`src/rtl/core/gbpa_pkg.sv`:
```
// Package for the GPU buffer pool allocator.
// Holds field widths, reset values, codes and the structs shared by the core modules.
// No dependencies.
package gbpa_pkg;

   // Field widths.
   localparam int REQ_W    = 3;
   localparam int HANDLE_W = 6;
   localparam int SIZE_W   = 32;
   localparam int ADDR_W   = 48;
   localparam int BYTES_W  = 25;
   localparam int STATUS_W = 3;
   localparam int POOL_W   = 2;
   localparam int SLOT_W   = 4;
   localparam int CSR_IDX_W = 3;

   // Slot value that marks the end of a pool free list.
   localparam logic [SLOT_W-1:0] SLOT_END = '1;

   // Default sizes of the handle table and the pools.
   localparam int DEF_NUM_HANDLES   = 32;
   localparam int DEF_SCANOUT_SLOTS = 4;
   localparam int DEF_GENERAL_SLOTS = 8;
   localparam int DEF_CMD_SLOTS     = 8;

   // Reset values of the slot capacity registers.
   localparam logic [BYTES_W-1:0] RST_SCANOUT_BYTES = 25'd4194304;
   localparam logic [BYTES_W-1:0] RST_GENERAL_BYTES = 25'd524288;
   localparam logic [BYTES_W-1:0] RST_CMD_BYTES     = 25'd65536;

   typedef enum logic [REQ_W-1:0] {
      OP_ALLOC = 3'd0,
      OP_FREE  = 3'd1,
      OP_MAP   = 3'd2,
      OP_UNMAP = 3'd3,
      OP_FLUSH = 3'd4
   } req_op_type;

   typedef enum logic [STATUS_W-1:0] {
      STS_OK       = 3'd0,
      STS_INVALID  = 3'd1,
      STS_PINNED   = 3'd2,
      STS_NO_SPACE = 3'd3,
      STS_BAD      = 3'd4
   } status_type;

   typedef enum logic [POOL_W-1:0] {
      POOL_NONE    = 2'd0,
      POOL_SCANOUT = 2'd1,
      POOL_GENERAL = 2'd2,
      POOL_COMMAND = 2'd3
   } pool_type;

   typedef enum logic [CSR_IDX_W-1:0] {
      CSR_SCANOUT_BASE  = 3'd0,
      CSR_GENERAL_BASE  = 3'd1,
      CSR_CMD_BASE      = 3'd2,
      CSR_SCANOUT_BYTES = 3'd3,
      CSR_GENERAL_BYTES = 3'd4,
      CSR_CMD_BYTES     = 3'd5
   } csr_index_type;

   typedef enum logic {
      FSM_IDLE = 1'b0,
      FSM_EXEC = 1'b1
   } fsm_state_type;

   // Configuration registers as seen by the datapath.
   typedef struct packed {
      logic [ADDR_W-1:0]  scanout_base;
      logic [ADDR_W-1:0]  general_base;
      logic [ADDR_W-1:0]  cmd_base;
      logic [BYTES_W-1:0] scanout_bytes;
      logic [BYTES_W-1:0] general_bytes;
      logic [BYTES_W-1:0] cmd_bytes;
   } cfg_type;

   // Commands from the controller to the datapath.
   typedef struct packed {
      logic capture;
      logic execute;
   } ctrl_cmd_type;

   // Commands to one pool free list.
   typedef struct packed {
      logic              pop;
      logic              push;
      logic [SLOT_W-1:0] slot;
   } slot_cmd_type;

   // Per-handle backing slot record.
   typedef struct packed {
      pool_type          pool;
      logic [SLOT_W-1:0] slot;
   } entry_type;

endpackage

```
`src/rtl/core/gbpa_csr.sv`:
```
// Configuration registers of the GPU buffer pool allocator.
// Depends on gbpa_pkg for widths, register indexes and reset values.
module gbpa_csr (
   input  logic                           clock,
   input  logic                           reset,
   input  logic                           csr_wr_en,
   input  logic [gbpa_pkg::CSR_IDX_W-1:0] csr_index,
   input  logic [gbpa_pkg::ADDR_W-1:0]    csr_wr_data,
   output gbpa_pkg::cfg_type              cfg
);
   import gbpa_pkg::*;

   cfg_type cfg_ff;
   cfg_type cfg_in;

   // Decode a write into the addressed register; unknown indexes are dropped.
   always_comb begin
      cfg_in = cfg_ff;
      if (csr_wr_en) begin
         unique case (csr_index)
            CSR_SCANOUT_BASE:  cfg_in.scanout_base  = csr_wr_data;
            CSR_GENERAL_BASE:  cfg_in.general_base  = csr_wr_data;
            CSR_CMD_BASE:      cfg_in.cmd_base      = csr_wr_data;
            CSR_SCANOUT_BYTES: cfg_in.scanout_bytes = csr_wr_data[BYTES_W-1:0];
            CSR_GENERAL_BYTES: cfg_in.general_bytes = csr_wr_data[BYTES_W-1:0];
            CSR_CMD_BYTES:     cfg_in.cmd_bytes     = csr_wr_data[BYTES_W-1:0];
            default: begin
            end
         endcase
      end
   end

   always_ff @(posedge clock) begin
      if (reset) begin
         cfg_ff.scanout_base  <= '0;
         cfg_ff.general_base  <= '0;
         cfg_ff.cmd_base      <= '0;
         cfg_ff.scanout_bytes <= RST_SCANOUT_BYTES;
         cfg_ff.general_bytes <= RST_GENERAL_BYTES;
         cfg_ff.cmd_bytes     <= RST_CMD_BYTES;
      end else begin
         cfg_ff <= cfg_in;
      end
   end

   assign cfg = cfg_ff;

endmodule

```
`src/rtl/core/gbpa_slot_list.sv`:
```
// LIFO free list of slot indexes for one size-class pool.
// Depends on gbpa_pkg for the slot width, end mark and command struct.
module gbpa_slot_list #(
   parameter int DEPTH = gbpa_pkg::DEF_GENERAL_SLOTS
) (
   input  logic                        clock,
   input  logic                        reset,
   input  gbpa_pkg::slot_cmd_type      cmd,
   output logic [gbpa_pkg::SLOT_W-1:0] top_slot,
   output logic                        empty
);
   import gbpa_pkg::*;

   localparam int IDX_W = (DEPTH > 1) ? $clog2(DEPTH) : 1;
   localparam logic [SLOT_W-1:0] DEPTH_V = SLOT_W'(DEPTH);

   logic [SLOT_W-1:0] link_ff [DEPTH];
   logic [SLOT_W-1:0] top_ff;
   logic [SLOT_W-1:0] top_in;

   // A push puts the freed slot on top; a pop follows the link of the top slot.
   always_comb begin
      top_in = top_ff;
      priority if (cmd.push) begin
         top_in = cmd.slot;
      end else if (cmd.pop) begin
         top_in = link_ff[top_ff[IDX_W-1:0]];
      end else begin
         top_in = top_ff;
      end
   end

   // The list starts as every slot in ascending order.
   always_ff @(posedge clock) begin
      if (reset) begin
         for (int i = 0; i < DEPTH; i++) begin
            link_ff[i] <= (i + 1 < DEPTH) ? SLOT_W'(i + 1) : SLOT_END;
         end
         top_ff <= '0;
      end else begin
         top_ff <= top_in;
         if (cmd.push) begin
            link_ff[cmd.slot[IDX_W-1:0]] <= top_ff;
         end
      end
   end

   assign top_slot = top_ff;
   assign empty    = (top_ff >= DEPTH_V);

`ifndef SYNTH
   a_pop_nonempty: assert property (@(posedge clock) disable iff (reset)
      cmd.pop |-> !empty)
      else $error("Slot list popped while empty.");

   a_push_pop_excl: assert property (@(posedge clock) disable iff (reset)
      !(cmd.pop && cmd.push))
      else $error("Slot list pushed and popped in one cycle.");
`endif

endmodule

```
`src/rtl/core/gbpa_datapath.sv`:
```
// Datapath of the GPU buffer pool allocator: request latch, handle table,
// handle free list, pool free lists, address unit and result register.
// Depends on gbpa_pkg and gbpa_slot_list.
module gbpa_datapath #(
   parameter int NUM_HANDLES   = gbpa_pkg::DEF_NUM_HANDLES,
   parameter int SCANOUT_SLOTS = gbpa_pkg::DEF_SCANOUT_SLOTS,
   parameter int GENERAL_SLOTS = gbpa_pkg::DEF_GENERAL_SLOTS,
   parameter int CMD_SLOTS     = gbpa_pkg::DEF_CMD_SLOTS
) (
   input  logic                          clock,
   input  logic                          reset,
   input  gbpa_pkg::ctrl_cmd_type        cmd,
   input  gbpa_pkg::cfg_type             cfg,
   input  logic [gbpa_pkg::REQ_W-1:0]    req_type,
   input  logic [gbpa_pkg::HANDLE_W-1:0] req_handle,
   input  logic [gbpa_pkg::SIZE_W-1:0]   req_size,
   input  logic                          req_want_scanout,
   input  logic                          req_want_uniform_or_shader,
   input  logic                          req_want_pinned,
   output logic [gbpa_pkg::STATUS_W-1:0] rsp_status,
   output logic [gbpa_pkg::HANDLE_W-1:0] rsp_out_handle,
   output logic [gbpa_pkg::ADDR_W-1:0]   rsp_address,
   output logic [gbpa_pkg::POOL_W-1:0]   rsp_pool_used
);
   import gbpa_pkg::*;

   localparam int HIDX_W = (NUM_HANDLES > 1) ? $clog2(NUM_HANDLES) : 1;
   localparam int HL_W   = $clog2(NUM_HANDLES + 1);
   localparam int HCMP_W = HANDLE_W + 1;
   localparam int PROD_W = SLOT_W + BYTES_W;
   localparam logic [HL_W-1:0]   HANDLE_END = HL_W'(NUM_HANDLES);
   localparam logic [SLOT_W-1:0] SCAN_DEPTH = SLOT_W'(SCANOUT_SLOTS);
   localparam logic [SLOT_W-1:0] GEN_DEPTH  = SLOT_W'(GENERAL_SLOTS);
   localparam logic [SLOT_W-1:0] CMD_DEPTH  = SLOT_W'(CMD_SLOTS);

   // Latched request.
   logic [REQ_W-1:0]    op_ff;
   logic [HANDLE_W-1:0] handle_ff;
   logic [SIZE_W-1:0]   size_ff;
   logic                scan_ff;
   logic                us_ff;
   logic                pin_ff;

   // Handle table flags and the head of the handle free list.
   logic [NUM_HANDLES-1:0] valid_ff;
   logic [NUM_HANDLES-1:0] mapped_ff;
   logic [NUM_HANDLES-1:0] dirty_ff;
   logic [NUM_HANDLES-1:0] pinned_ff;
   logic [HL_W-1:0]        handle_top_ff;
   logic [HL_W-1:0]        handle_top_in;

   // Backing slot memory and handle link memory.
   entry_type              entry_mem [NUM_HANDLES];
   entry_type              entry_rd_ff;
   logic [HIDX_W-1:0]      entry_raddr;
   logic [HL_W-1:0]        link_mem [NUM_HANDLES];
   logic [NUM_HANDLES-1:0] link_known_ff;
   logic [HL_W-1:0]        link_rd_ff;
   logic                   link_known_rd_ff;
   logic [HIDX_W-1:0]      link_raddr;
   logic [HIDX_W-1:0]      link_raddr_ff;
   logic [HL_W-1:0]        link_next;

   // Decode of the latched request.
   logic [HIDX_W-1:0]   idx;
   logic [HIDX_W-1:0]   alloc_idx;
   logic                hok;
   logic                handles_empty;
   logic                cmd_fit;
   logic                gen_fit;
   pool_type            alloc_kind;
   logic                kind_empty;
   logic [SLOT_W-1:0]   kind_top;
   pool_type            ent_pool;
   logic [SLOT_W-1:0]   ent_slot;
   logic                ent_ok;
   logic [ADDR_W-1:0]   sel_base;
   logic [BYTES_W-1:0]  sel_cap;
   logic [PROD_W-1:0]   prod;
   logic [ADDR_W-1:0]   map_addr;
   logic [HL_W:0]       new_handle;

   // Decision and result.
   status_type          status_c;
   logic [HANDLE_W-1:0] handle_c;
   logic [ADDR_W-1:0]   addr_c;
   pool_type            pused_c;
   logic                alloc_ok;
   logic                free_ok;
   logic                map_ok;
   logic                unmap_ok;
   logic                flush_ok;

   // Pool lists.
   slot_cmd_type        scan_cmd;
   slot_cmd_type        gen_cmd;
   slot_cmd_type        cmdp_cmd;
   logic [SLOT_W-1:0]   scan_top;
   logic [SLOT_W-1:0]   gen_top;
   logic [SLOT_W-1:0]   cmdp_top;
   logic                scan_empty;
   logic                gen_empty;
   logic                cmdp_empty;

   // Result register.
   status_type          status_ff;
   logic [HANDLE_W-1:0] out_handle_ff;
   logic [ADDR_W-1:0]   address_ff;
   pool_type            pused_ff;

   // Latch the request on its transfer.
   always_ff @(posedge clock) begin
      if (cmd.capture) begin
         op_ff     <= req_type;
         handle_ff <= req_handle;
         size_ff   <= req_size;
         scan_ff   <= req_want_scanout;
         us_ff     <= req_want_uniform_or_shader;
         pin_ff    <= req_want_pinned;
      end
   end

   // Backing slot memory: read at the incoming handle, written on alloc.
   assign entry_raddr = HIDX_W'(req_handle - HANDLE_W'(1));

   always_ff @(posedge clock) begin
      if (cmd.capture) begin
         entry_rd_ff <= entry_mem[entry_raddr];
      end
      if (cmd.execute && alloc_ok) begin
         entry_mem[alloc_idx] <= '{pool: alloc_kind, slot: kind_top};
      end
   end

   // Handle link memory: read every cycle at the list head, written on free.
   // Entries never written read as their ascending reset link.
   assign link_raddr = HIDX_W'(handle_top_ff);

   always_ff @(posedge clock) begin
      link_rd_ff       <= link_mem[link_raddr];
      link_known_rd_ff <= link_known_ff[link_raddr];
      link_raddr_ff    <= link_raddr;
      if (cmd.execute && free_ok) begin
         link_mem[idx] <= handle_top_ff;
      end
   end

   assign link_next = link_known_rd_ff ? link_rd_ff : (HL_W'(link_raddr_ff) + HL_W'(1));

   // Handle checks.
   assign idx           = HIDX_W'(handle_ff - HANDLE_W'(1));
   assign alloc_idx     = HIDX_W'(handle_top_ff);
   assign hok           = (handle_ff != '0) && (HCMP_W'(handle_ff) <= HCMP_W'(NUM_HANDLES))
                          && valid_ff[idx];
   assign handles_empty = (handle_top_ff >= HANDLE_END);
   assign new_handle    = (HL_W + 1)'(handle_top_ff) + (HL_W + 1)'(1);

   // Pool choice for alloc from the type flags and the size.
   assign cmd_fit = (size_ff <= SIZE_W'(cfg.cmd_bytes));
   assign gen_fit = (size_ff <= SIZE_W'(cfg.general_bytes));

   always_comb begin
      priority if (size_ff == '0) begin
         alloc_kind = POOL_NONE;
      end else if (scan_ff) begin
         alloc_kind = POOL_SCANOUT;
      end else if (us_ff && cmd_fit) begin
         alloc_kind = POOL_COMMAND;
      end else if (gen_fit) begin
         alloc_kind = POOL_GENERAL;
      end else if (cmd_fit) begin
         alloc_kind = POOL_COMMAND;
      end else begin
         alloc_kind = POOL_NONE;
      end
   end

   // State of the chosen pool.
   always_comb begin
      unique case (alloc_kind)
         POOL_SCANOUT: begin
            kind_empty = scan_empty;
            kind_top   = scan_top;
         end
         POOL_GENERAL: begin
            kind_empty = gen_empty;
            kind_top   = gen_top;
         end
         POOL_COMMAND: begin
            kind_empty = cmdp_empty;
            kind_top   = cmdp_top;
         end
         default: begin
            kind_empty = 1'b1;
            kind_top   = SLOT_END;
         end
      endcase
   end

   // Backing slot of the addressed handle, its range check and its address.
   assign ent_pool = entry_rd_ff.pool;
   assign ent_slot = entry_rd_ff.slot;

   always_comb begin
      unique case (ent_pool)
         POOL_SCANOUT: begin
            ent_ok   = (ent_slot < SCAN_DEPTH);
            sel_base = cfg.scanout_base;
            sel_cap  = cfg.scanout_bytes;
         end
         POOL_GENERAL: begin
            ent_ok   = (ent_slot < GEN_DEPTH);
            sel_base = cfg.general_base;
            sel_cap  = cfg.general_bytes;
         end
         POOL_COMMAND: begin
            ent_ok   = (ent_slot < CMD_DEPTH);
            sel_base = cfg.cmd_base;
            sel_cap  = cfg.cmd_bytes;
         end
         default: begin
            ent_ok   = 1'b0;
            sel_base = cfg.cmd_base;
            sel_cap  = cfg.cmd_bytes;
         end
      endcase
   end

   assign prod     = PROD_W'(ent_slot) * PROD_W'(sel_cap);
   assign map_addr = sel_base + ADDR_W'(prod);

   // Request decision.
   always_comb begin
      status_c = STS_OK;
      handle_c = '0;
      addr_c   = '0;
      pused_c  = POOL_NONE;
      alloc_ok = 1'b0;
      free_ok  = 1'b0;
      map_ok   = 1'b0;
      unmap_ok = 1'b0;
      flush_ok = 1'b0;
      unique case (op_ff)
         OP_ALLOC: begin
            if (alloc_kind == POOL_NONE) begin
               status_c = STS_BAD;
            end else if (handles_empty || kind_empty) begin
               status_c = STS_NO_SPACE;
            end else begin
               alloc_ok = 1'b1;
               handle_c = HANDLE_W'(new_handle);
               pused_c  = alloc_kind;
            end
         end
         OP_FREE: begin
            if (!hok) begin
               status_c = STS_INVALID;
            end else if (pinned_ff[idx]) begin
               status_c = STS_PINNED;
            end else if (!ent_ok) begin
               status_c = STS_INVALID;
            end else begin
               free_ok = 1'b1;
               pused_c = ent_pool;
            end
         end
         OP_MAP: begin
            if (!hok) begin
               status_c = STS_INVALID;
            end else begin
               map_ok = 1'b1;
               if (ent_ok) begin
                  addr_c  = map_addr;
                  pused_c = ent_pool;
               end
            end
         end
         OP_UNMAP: begin
            if (!hok) begin
               status_c = STS_INVALID;
            end else if (!mapped_ff[idx]) begin
               status_c = STS_BAD;
            end else begin
               unmap_ok = 1'b1;
               pused_c  = ent_pool;
            end
         end
         OP_FLUSH: begin
            flush_ok = 1'b1;
         end
         default: begin
            status_c = STS_BAD;
         end
      endcase
   end

   // Pool list commands: alloc pops the chosen pool, free pushes the slot back.
   always_comb begin
      scan_cmd.pop  = cmd.execute && alloc_ok && (alloc_kind == POOL_SCANOUT);
      scan_cmd.push = cmd.execute && free_ok && (ent_pool == POOL_SCANOUT);
      scan_cmd.slot = ent_slot;
      gen_cmd.pop   = cmd.execute && alloc_ok && (alloc_kind == POOL_GENERAL);
      gen_cmd.push  = cmd.execute && free_ok && (ent_pool == POOL_GENERAL);
      gen_cmd.slot  = ent_slot;
      cmdp_cmd.pop  = cmd.execute && alloc_ok && (alloc_kind == POOL_COMMAND);
      cmdp_cmd.push = cmd.execute && free_ok && (ent_pool == POOL_COMMAND);
      cmdp_cmd.slot = ent_slot;
   end

   gbpa_slot_list #(.DEPTH(SCANOUT_SLOTS)) u_scan_list (
      .clock    (clock),
      .reset    (reset),
      .cmd      (scan_cmd),
      .top_slot (scan_top),
      .empty    (scan_empty)
   );

   gbpa_slot_list #(.DEPTH(GENERAL_SLOTS)) u_gen_list (
      .clock    (clock),
      .reset    (reset),
      .cmd      (gen_cmd),
      .top_slot (gen_top),
      .empty    (gen_empty)
   );

   gbpa_slot_list #(.DEPTH(CMD_SLOTS)) u_cmd_list (
      .clock    (clock),
      .reset    (reset),
      .cmd      (cmdp_cmd),
      .top_slot (cmdp_top),
      .empty    (cmdp_empty)
   );

   // Head of the handle free list.
   always_comb begin
      handle_top_in = handle_top_ff;
      if (cmd.execute && alloc_ok) begin
         handle_top_in = link_next;
      end else if (cmd.execute && free_ok) begin
         handle_top_in = HL_W'(idx);
      end
   end

   // Handle table flag updates.
   always_ff @(posedge clock) begin
      if (reset) begin
         valid_ff      <= '0;
         mapped_ff     <= '0;
         dirty_ff      <= '0;
         pinned_ff     <= '0;
         link_known_ff <= '0;
         handle_top_ff <= '0;
      end else begin
         handle_top_ff <= handle_top_in;
         if (cmd.execute) begin
            if (alloc_ok) begin
               valid_ff[alloc_idx]  <= 1'b1;
               mapped_ff[alloc_idx] <= 1'b0;
               dirty_ff[alloc_idx]  <= 1'b1;
               pinned_ff[alloc_idx] <= pin_ff;
            end
            if (free_ok) begin
               valid_ff[idx]      <= 1'b0;
               mapped_ff[idx]     <= 1'b0;
               dirty_ff[idx]      <= 1'b0;
               pinned_ff[idx]     <= 1'b0;
               link_known_ff[idx] <= 1'b1;
            end
            if (map_ok) begin
               mapped_ff[idx] <= 1'b1;
               dirty_ff[idx]  <= 1'b1;
            end
            if (unmap_ok) begin
               mapped_ff[idx] <= 1'b0;
               dirty_ff[idx]  <= 1'b0;
            end
            if (flush_ok) begin
               dirty_ff <= '0;
            end
         end
      end
   end

   // Result register, loaded when the request executes.
   always_ff @(posedge clock) begin
      if (cmd.execute) begin
         status_ff     <= status_c;
         out_handle_ff <= handle_c;
         address_ff    <= addr_c;
         pused_ff      <= pused_c;
      end
   end

   assign rsp_status     = status_ff;
   assign rsp_out_handle = out_handle_ff;
   assign rsp_address    = address_ff;
   assign rsp_pool_used  = pused_ff;

`ifndef SYNTH
   a_alloc_free_entry: assert property (@(posedge clock) disable iff (reset)
      (cmd.execute && alloc_ok) |-> !valid_ff[alloc_idx])
      else $error("Handle free list handed out an entry that is in use.");

   a_handle_top_range: assert property (@(posedge clock) disable iff (reset)
      handle_top_ff <= HANDLE_END)
      else $error("Handle free list head out of range.");
`endif

endmodule

```
`src/rtl/core/gbpa_ctrl.sv`:
```
// Controller of the GPU buffer pool allocator: request sequencing and result handshake.
// Depends on gbpa_pkg for the state and command types.
module gbpa_ctrl (
   input  logic                   clock,
   input  logic                   reset,
   input  logic                   req_valid,
   output logic                   req_ready,
   output logic                   rsp_valid,
   input  logic                   rsp_ready,
   output gbpa_pkg::ctrl_cmd_type cmd
);
   import gbpa_pkg::*;

   fsm_state_type state_ff;
   fsm_state_type state_in;
   logic          rsp_valid_ff;
   logic          rsp_valid_in;
   logic          out_free;

   // The result register can take a new result once the old one is transferred.
   assign out_free = !rsp_valid_ff || rsp_ready;

   // Next state.
   always_comb begin
      state_in = state_ff;
      unique case (state_ff)
         FSM_IDLE: begin
            if (req_valid) begin
               state_in = FSM_EXEC;
            end
         end
         FSM_EXEC: begin
            if (out_free) begin
               state_in = FSM_IDLE;
            end
         end
      endcase
   end

   // Outputs.
   always_comb begin
      req_ready   = 1'b0;
      cmd.capture = 1'b0;
      cmd.execute = 1'b0;
      unique case (state_ff)
         FSM_IDLE: begin
            req_ready   = 1'b1;
            cmd.capture = req_valid;
         end
         FSM_EXEC: begin
            cmd.execute = out_free;
         end
      endcase
   end

   // Result valid flag.
   assign rsp_valid_in = cmd.execute || (rsp_valid_ff && !rsp_ready);

   always_ff @(posedge clock) begin
      if (reset) begin
         state_ff     <= FSM_IDLE;
         rsp_valid_ff <= 1'b0;
      end else begin
         state_ff     <= state_in;
         rsp_valid_ff <= rsp_valid_in;
      end
   end

   assign rsp_valid = rsp_valid_ff;

`ifndef SYNTH
   a_exec_shows_result: assert property (@(posedge clock) disable iff (reset)
      cmd.execute |=> rsp_valid)
      else $error("Executed request produced no result.");
`endif

endmodule

```
`src/rtl/core/gpu_buffer_pool_allocator.sv`:
```
// Top level of the GPU buffer pool allocator.
// Depends on gbpa_pkg, gbpa_csr, gbpa_ctrl, gbpa_datapath and gbpa_slot_list.
//
// Allocates buffer handles from a LIFO handle free list, each backed by a slot taken from
// the scanout, general or command pool, and serves free, map, unmap and flush requests
// with one result per request. A request is latched in IDLE and executed in EXEC; no new
// request is taken until it has executed. The handle link and slot record memories have
// registered reads, which sets this latch-then-execute order. The result waits in
// an output register, and the next request may be taken while it waits; execution of that
// request holds until the previous result is transferred. There is no clearing pass after
// reset: the handle table is ready when reset ends. Configuration registers are written
// through the csr_ port and should be changed only while no request is outstanding.
module gpu_buffer_pool_allocator #(
   parameter int NUM_HANDLES   = gbpa_pkg::DEF_NUM_HANDLES,
   parameter int SCANOUT_SLOTS = gbpa_pkg::DEF_SCANOUT_SLOTS,
   parameter int GENERAL_SLOTS = gbpa_pkg::DEF_GENERAL_SLOTS,
   parameter int CMD_SLOTS     = gbpa_pkg::DEF_CMD_SLOTS
) (
   input  logic                           clock,
   input  logic                           reset,
   // Configuration write port.
   input  logic                           csr_wr_en,
   input  logic [gbpa_pkg::CSR_IDX_W-1:0] csr_index,
   input  logic [gbpa_pkg::ADDR_W-1:0]    csr_wr_data,
   // Request channel.
   input  logic                           req_valid,
   output logic                           req_ready,
   input  logic [gbpa_pkg::REQ_W-1:0]     req_type,
   input  logic [gbpa_pkg::HANDLE_W-1:0]  req_handle,
   input  logic [gbpa_pkg::SIZE_W-1:0]    req_size,
   input  logic                           req_want_scanout,
   input  logic                           req_want_uniform_or_shader,
   input  logic                           req_want_pinned,
   // Result channel.
   output logic                           rsp_valid,
   input  logic                           rsp_ready,
   output logic [gbpa_pkg::STATUS_W-1:0]  rsp_status,
   output logic [gbpa_pkg::HANDLE_W-1:0]  rsp_out_handle,
   output logic [gbpa_pkg::ADDR_W-1:0]    rsp_address,
   output logic [gbpa_pkg::POOL_W-1:0]    rsp_pool_used
);
   import gbpa_pkg::*;

   cfg_type      cfg;
   ctrl_cmd_type cmd;

   // Configuration registers.
   gbpa_csr u_csr (
      .clock       (clock),
      .reset       (reset),
      .csr_wr_en   (csr_wr_en),
      .csr_index   (csr_index),
      .csr_wr_data (csr_wr_data),
      .cfg         (cfg)
   );

   // Request sequencing.
   gbpa_ctrl u_ctrl (
      .clock     (clock),
      .reset     (reset),
      .req_valid (req_valid),
      .req_ready (req_ready),
      .rsp_valid (rsp_valid),
      .rsp_ready (rsp_ready),
      .cmd       (cmd)
   );

   // Allocator state and result computation.
   gbpa_datapath #(
      .NUM_HANDLES   (NUM_HANDLES),
      .SCANOUT_SLOTS (SCANOUT_SLOTS),
      .GENERAL_SLOTS (GENERAL_SLOTS),
      .CMD_SLOTS     (CMD_SLOTS)
   ) u_datapath (
      .clock                      (clock),
      .reset                      (reset),
      .cmd                        (cmd),
      .cfg                        (cfg),
      .req_type                   (req_type),
      .req_handle                 (req_handle),
      .req_size                   (req_size),
      .req_want_scanout           (req_want_scanout),
      .req_want_uniform_or_shader (req_want_uniform_or_shader),
      .req_want_pinned            (req_want_pinned),
      .rsp_status                 (rsp_status),
      .rsp_out_handle             (rsp_out_handle),
      .rsp_address                (rsp_address),
      .rsp_pool_used              (rsp_pool_used)
   );

endmodule
```
`config.mk`:
```
export PLATFORM = sky130hd
export DESIGN_NAME = gpu_buffer_pool_allocator
export DESIGN_NICKNAME = d
export VERILOG_FILES = /design/src/rtl/core/gbpa_pkg.sv /design/src/rtl/core/gbpa_csr.sv /design/src/rtl/core/gbpa_slot_list.sv /design/src/rtl/core/gbpa_datapath.sv /design/src/rtl/core/gbpa_ctrl.sv /design/src/rtl/core/gpu_buffer_pool_allocator.sv
export SDC_FILE = /design/constraint.sdc
export NUM_CORES = 2
export LEC_CHECK = 0
export BUFFER_PORTS_ARGS = -buffer_cell sky130_fd_sc_hd__buf_4
export CAP_MARGIN = 0
export CELL_PAD_IN_SITES_DETAIL_PLACEMENT = 0
export CELL_PAD_IN_SITES_GLOBAL_PLACEMENT = 1
export CORE_UTILIZATION = 35
export DETAILED_ROUTE_END_ITERATION = 7
export PLACE_DENSITY = 0.65
export SYNTH_ARGS = -nofsm -noshare
export SYNTH_HDL_FRONTEND = slang
export SYNTH_SLANG_ARGS = --single-unit
```
`constraint.sdc`:
```
create_clock -name clock -period 6.45 [get_ports clock]
set_clock_uncertainty 0.05 [all_clocks]
set_input_delay 1.935 -clock clock [delete_from_list [all_inputs] [get_ports clock]]
set_output_delay 1.935 -clock clock [all_outputs]
set_load 0.05 [all_outputs]
```
**After elaboration in Yosys (flattened, before gate mapping)**

Memory sizes are Yosys's and may differ from the RTL's. A register that Yosys moved wholly into a read port is not among the register bits.
Index checks and enable logic that the tools add are counted.

- Add/subtract/negate cells: 5
- $mul: 1
- Divide/modulo/power cells: 0
- Magnitude comparators: 13
- Equality and inequality tests: 15
- Shift-type cells: 0
- Mux-type cells: 116
- Bitwise gates (word level): 12
- Reduce and logical (&&, ||, !) cells: 41

Operator list:

| cell | number |
|---|---|
| $mux W32 | 18 |
| $and A32 B32 Y32 | 5 |
| $or A32 B32 Y32 | 3 |
| $pmux W48 S2 | 1 |
| $le A32 B25 Y1 | 2 |
| $not A32 Y32 | 2 |
| $pmux W25 S2 | 1 |
| $add A48 B29 Y48 | 1 |
| $mux W1 | 43 |
| $mux W4 | 9 |
| $mux W2 | 17 |
| $mux W3 | 11 |
| $bwmux W32 | 1 |
| $logic_not A32 Y1 | 1 |
| $mul A4 B25 Y29 | 1 |
| $bmux W1 S5 | 4 |
| $mux W6 | 3 |
| $pmux W3 S5 | 1 |
| $logic_and A1 B1 Y1 | 14 |
| $reduce_and A2 Y1 | 7 |
| $eq A3 B2 Y1 const B | 4 |
| $lt A5 B6 Y1 const B | 2 |
| $pmux W4 S3 | 1 |
| $reduce_or A4 Y1 | 3 |
| 28 further kinds | 48 |

- Bits in registers: 476
- Bits in latches: 0
- Memory bits (writable): 464
- Bits in read-only memories: 0
- Word-level logic and storage cells: 236
- Memories kept: 5

Memories:

| name | depth | bits a word | rd ports | clocked after memory_dff | wr ports | line | source |
|---|---|---|---|---|---|---|---|
| u_datapath.entry_mem | 32 | 6 | 1 | 1 | 1 | gbpa_datapath.sv:53 | `entry_type entry_mem [NUM_HANDLES];` |
| u_datapath.link_mem | 32 | 6 | 1 | 1 | 1 | gbpa_datapath.sv:56 | `logic [HL_W-1:0] link_mem [NUM_HANDLES];` |
| u_datapath.u_cmd_list.link_ff | 8 | 4 | 1 | 1 | 8 | gbpa_slot_list.sv:17 | `logic [SLOT_W-1:0] link_ff [DEPTH];` |
| u_datapath.u_gen_list.link_ff | 8 | 4 | 1 | 1 | 8 | gbpa_slot_list.sv:17 |  |
| u_datapath.u_scan_list.link_ff | 4 | 4 | 1 | 1 | 4 | gbpa_slot_list.sv:17 |  |

**Depth between registers and ports, before layout**

- Depth after elaboration: 25
- Gate-level depth with buffers: 26

**By module**

A second synthesis with hierarchy kept.

- Cells, all modules: 3917
- Area, all modules: 46510.9 um2

By module, submodules not included:

| module | instances | cells each | area an instance (um2) | sequential area each (um2) |
|---|---|---|---|---|
| gbpa_datapath | 1 | 2754 | 33174.3 | 17727.0 |
| gbpa_csr | 1 | 772 | 8597.0 | 4384.2 |
| gbpa_slot_list (u_datapath.u_cmd_list ...) | 2 | 151 | 1810.5 | 1101.1 |
| gbpa_slot_list (u_datapath.u_scan_list) | 1 | 80 | 1031.0 | 600.6 |
| gbpa_ctrl | 1 | 9 | 87.6 | 40.0 |

**Worst setup path after synthesis**

OpenSTA, ideal clock, no wires.

- Path type: register to register
- Start: reg, netlist name u_datapath.ent_pool[1]
- End: reg u_datapath.address_ff[39] (netlist: u_datapath.rsp_address[39]) (data pin)
- Library setup time: 0.254 ns
- Arrival time: 6.733 ns
- Slack: -0.587 ns
- Cell stages (with the launch flop): 26
- Path buffers: 7
- Period minus slack after synthesis: 7.037 ns
- Cells stage by stage: edfxtp_1 inv_1 ha_1 clkbuf_1 clkbuf_1 clkbuf_1 clkbuf_1 clkbuf_1 buf_1 a21oi_1 nand2_1 fa_1 fa_1 fa_1 inv_1 ha_1 a21o_1 a21oi_1 o21bai_1 a221oi_1 o211ai_1 a221o_1 a211o_1 clkbuf_1 and3_1 o21a_1

- Cells in the longest elaborated chain, start to end: 4

Ends and longest elaborated chain:

| item | line | source |
|---|---|---|
| $eq A2 B2 Y1 / $eq A2 B1 Y1 (equally long branches) | gbpa_datapath.sv:205 | `unique case (ent_pool)` |
| $pmux W25 S2 / $reduce_or A2 Y1 (equally long branches) | n/a |  |
| $mul A4 B25 Y29 / $pmux W1 S2 (equally long branches) | gbpa_datapath.sv:229, gbpa_datapath.sv:205 |  |
| $add A48 B29 Y48 / $reduce_and A3 Y1 (equally long branches) | n/a |  |
| end signal, assigned | gbpa_datapath.sv:389 | `address_ff <= addr_c;` |
| end, declared | gbpa_datapath.sv:108 | `logic [ADDR_W-1:0] address_ff;` |

Parallel ways exist; a longest one is shown, timed or not.
A chain may end at the register's enable or synchronous reset.

**Final worst setup path**

- Start: reg, netlist name u_datapath.ent_pool[0]
- End: reg u_datapath.address_ff[38] (netlist: u_datapath.rsp_address[38]) (data pin)

- Cells in the longest elaborated chain, start to end: 4

Ends and longest elaborated chain:

| item | line |
|---|---|
| $eq A2 B2 Y1 / $eq A2 B1 Y1 (equally long branches) | gbpa_datapath.sv:205 |
| $pmux W25 S2 / $reduce_or A2 Y1 (equally long branches) | n/a |
| $mul A4 B25 Y29 / $pmux W1 S2 (equally long branches) | gbpa_datapath.sv:229, gbpa_datapath.sv:205 |
| $add A48 B29 Y48 / $reduce_and A3 Y1 (equally long branches) | n/a |

Parallel ways exist; a longest one is shown, timed or not.

==> impl_metrics.csv <==
group,metric,value,unit
synth,synth_edf_count,573,
critical_path,ff2ff_setup_slack,0.28,ns
global_route,grt_max_degree,103,
global_route,grt_pass1_wl,203000,um
floorplan,die_y,363,um
floorplan,fp.dieW,363,um
synth,post_synth_fa_ha_maj_area_fraction,6.00,%
critical_path,worstPathRequired,6.96,ns
synth,synthMostInstantiatedCell,"nand2_1",
critical_path,cp-end-kind,"register",
timing,max-slew-margin-rel,22.6,%
route,first_pass_iters,7,
synth,syn_nets,4354,
clocking,cts_tree,"done",
clocking,clk_root_buffer_cell,"clkbuf_16",
clocking,htreeDepth,3,
critical_path,criticalPathCategory,"reg2reg",
timing,setup_viol,0,
route,drc_errors,0,
timing,max_freq,0.162,GHz
global_route,grt_usage,20.2,%
timing,slew_violations,0,
pwr,p_seq_share,42.5,%
synth,synth-simple-area-share,14.6,%
critical_path,crit_fanout,35,
floorplan,die_area,0.132,sq mm
clocking,numCtsBuffers,104,
synth,ys_seq_elements,960,
pwr,pwr-share-clk,38.5,%
pwr,finalPower,0.0157,W
timing,min_period,6.17,ns
synth,yosysUniqueCellTypes,91,
synth,synth.mux.area_fraction,8.81,%
cells_and_area,layout-area-overhead-vs-synth,14.5,%
clocking,clk_pin_slew,0.06,ns
synth,synth_top_family_by_area,"simple AND/OR/NAND/NOR gates",
clocking,clock_sinks,960,
critical_path,worstPathArrival,6.68,ns
job,maxCapViolCount,0,
synth,ys_seq_area_share,54.6,%
floorplan,start_util,35.3,%
pwr,vdd_ir_drop_max,0.000237,V
synth,yosysWarnings,0,
floorplan,ioPinCount,161,
status,outcome,"completed",
route,vias,32100,
critical_path,r2r_start,"u_datapath.ent_pool[0]",
timing,tns,0,ns
floorplan,std_cell_rows,132,
critical_path,r2r_cells,22,
synth,synth_area_leaders,"edfxtp_1 38%, dfxtp_1 17%, mux4_2 7.8%",
pwr,power_switching,0.00455,W
timing,finalHoldViolations,0,
pwr,leakagePower,18.5,nW
clocking,cts_buffer_depth,3,
synth,yosys.area.top_type,"edfxtp_1",
route,ant_nets,0,
synth,synth_area,0.0457,sq mm
placement,routabilityCongestion,0.832,
synth,synth_compound_area_share,11.6,%
global_route,grt_pass1_vias,31900,
hold_path,holdPathStages,2,
global_route,grt_overflow,0,
placement,dp_hpwl,92400,um
global_route,antenna_found_initial,1,
route,viasPerCell,5.36,
synth,synth.avg_cell_area,11.2,sq um
synth,synthCells,4078,
hold_path,min_to,"u_datapath.valid_ff[16]",
route,drt_wl_total,134000,um
critical_path,r2r_end,"u_datapath.rsp_address[38]",
clocking,clock_latency,0.72,ns
synth,yosys.area.top_type_share,37.6,%
pwr,p_int,0.0111,W
synth,ys_async_sr_fraction,0,%
synth,synth_commonest_cells,"659 x nand2_1, 573 x edfxtp_1, 387 x dfxtp_1",
pwr,swShare,29.0,%
placement,portBuffers,160,
pwr,p_per_area,299,mW/mm^2
timing,tightestPinTransition,1.16,ns
floorplan,core_region_area,0.130,sq mm
hold_path,hold_path.class,"reg2reg",
critical_path,crit_path_start_kind,"register",
timing,grt_setup_unrepaired,"no",
route,wl_per_cell,22.4,um
timing,fin_crit_sh,95.7,%
pwr,pwr-share-comb,19.0,%
synth,synth_flop_cell,"edfxtp_1",
hold_path,worstHoldStart,"u_datapath.valid_ff[16]",
synth,yosys.area_share.xor_xnor,0.498,%
cells_and_area,layout.nets,4440,
cells_and_area,drive_gt1_share,16.0,%
route,drtIter0Drc,2678,
[worst max-delay path by stage]
stage,startpoint,end,slack [ns],cells after the start
after detailed placement,u_datapath.ent_pool[0],u_datapath.rsp_address[38],0.10,21
after global placement,u_datapath.ent_pool[0],u_datapath.rsp_address[38],0.16,21
after floorplan,u_datapath.ent_pool[1],u_datapath.rsp_address[39],0.006,24
after CTS,u_datapath.ent_pool[0],u_datapath.rsp_address[38],0.08,21
final,u_datapath.ent_pool[0],u_datapath.rsp_address[38],0.28,22
after global routing,u_datapath.ent_pool[0],u_datapath.rsp_address[46],0.008,18
[placed cells by master (no fill, tap or decap), types with 9 or more instances in the layout]
cell type,n
a211oi_1,13
a21o_1,30
a21oi_1,370
a22o_1,9
a22oi_1,118
a31oi_1,22
a32oi_1,13
and2_1,83
and3_1,71
and4_1,21
buf_4,252
clkbuf_1,16
clkbuf_16,109
clkbuf_8,13
clkinv_2,26
dfxtp_1,385
edfxtp_1,573
fa_1,72
ha_1,100
inv_1,171
mux2_2,17
mux2i_1,24
mux4_2,158
nand2_1,658
nand2b_1,41
nand3_1,82
nand4_1,54
nor2_1,234
nor2b_1,18
nor3_1,34
nor4_1,9
o211ai_1,46
o21a_1,14
o21ai_0,86
o21bai_1,16
o22ai_1,34
or2_2,21
or3_1,16
xnor2_1,11
xor2_1,13
[what timing repair did]
item | CTS | global route
hold buffers | 0 | 0
endpoints found under the hold margin | 0 | 0
buffers inserted | 0 | 1
resized for setup | 0 | 5
endpoints found under the setup margin | 0 | 14
[cells by family (layout without fill, tap and decap cells)]
family / after synthesis / count (layout)
other cells: 0 / 1
flops: 960 / 960
fa+ha+maj: 176 / 176
buf+inv: 449 / 624
simple gates: 1413 / 1413
mux: 201 / 201
xor+xnor: 26 / 26
compound gates: 853 / 853
[power by group through the flow]
stage	clock [W]	sequential (W)	combinational, W
3_3_place_gp	0	0.00678	0.00296
2_1_floorplan	0	0.00680	0.00206
5_1_grt	0.00638	0.00666	0.00331
4_1_cts	0.00616	0.00665	0.00298
6_report	0.00603	0.00665	0.00298
3_5_place_dp	0	0.00678	0.00296
[flip-flops by register name, indices dropped and copies added, names as in the netlist, 6 cells and up, named ones only]
name and flops:
u_csr.cfg 219, u_datapath.entry_mem 192, u_datapath.link_mem 192, u_datapath.rsp_address 48, u_datapath.link_known_ff 32, u_datapath.mapped_ff 32, u_datapath.pinned_ff 32, u_datapath.size_ff 32
u_datapath.u_cmd_list.link_ff 32, u_datapath.u_gen_list.link_ff 32, u_datapath.valid_ff 32, u_datapath.u_scan_list.link_ff 16, u_datapath.handle_ff 6, u_datapath.handle_top_ff 6, u_datapath.link_rd_ff 6, u_datapath.rsp_out_handle 6
[final cells by class]
cell class                 instances  area [sq um]
inverter                         174           654
timing repair buffer             255          1950
tap                             1742          2180
antenna                            1          2.50
clock inverter                    56           489
fill                           12400         77300
multi-input combinational       2669         19200
clock buffer                     139          2970
sequential                       960         25000
[routing by layer]
layer / global-route usage (%) / vias up / part of all wire (%)
met4: 4.98 / 2 / 2.3
met5: 0 / - / 0.0097
met3: 2.87 / 181 / 5.1
met2: 33.9 / 900 / 48
met1: 27.5 / 16000 / 45
li1: - / 15000 / -
[worst max-delay path: stages, from the launching register on]
cell	delay (ns)
edfxtp_1	0.38
inv_1	0.17
ha_4	0.29
buf_12	0.25
a22oi_1	0.13
a21oi_1	0.31
nand2_1	0.13
fa_1	0.55
inv_1	0.05
fa_1	0.50
fa_1	0.52
ha_1	0.40
a222oi_1	0.13
nand4_1	0.18
inv_1	0.08
a221oi_1	0.28
o211ai_1	0.31
a211oi_2	0.30
buf_4	0.17
nor3_1	0.05
buf_4	0.17
or4_1	0.46
a21oi_1	0.15
[metrics by stage]
step                      utilization [%]  hold WS, ns  cell area, sq um  cells  setup WS [ns]
final                                40.4        0.395             52400   5996          0.279
after global routing                 40.4        0.418             52400   5995        0.00811
after CTS                            40.4        0.397             52300   5994         0.0788
after detailed placement             37.7        0.388             48900   5799          0.105
after global placement               37.7        0.384             48900   5799          0.164
after floorplan                         -        0.372             45800   4078        0.00571
Note: power is estimated with default switching activity, not from simulation.
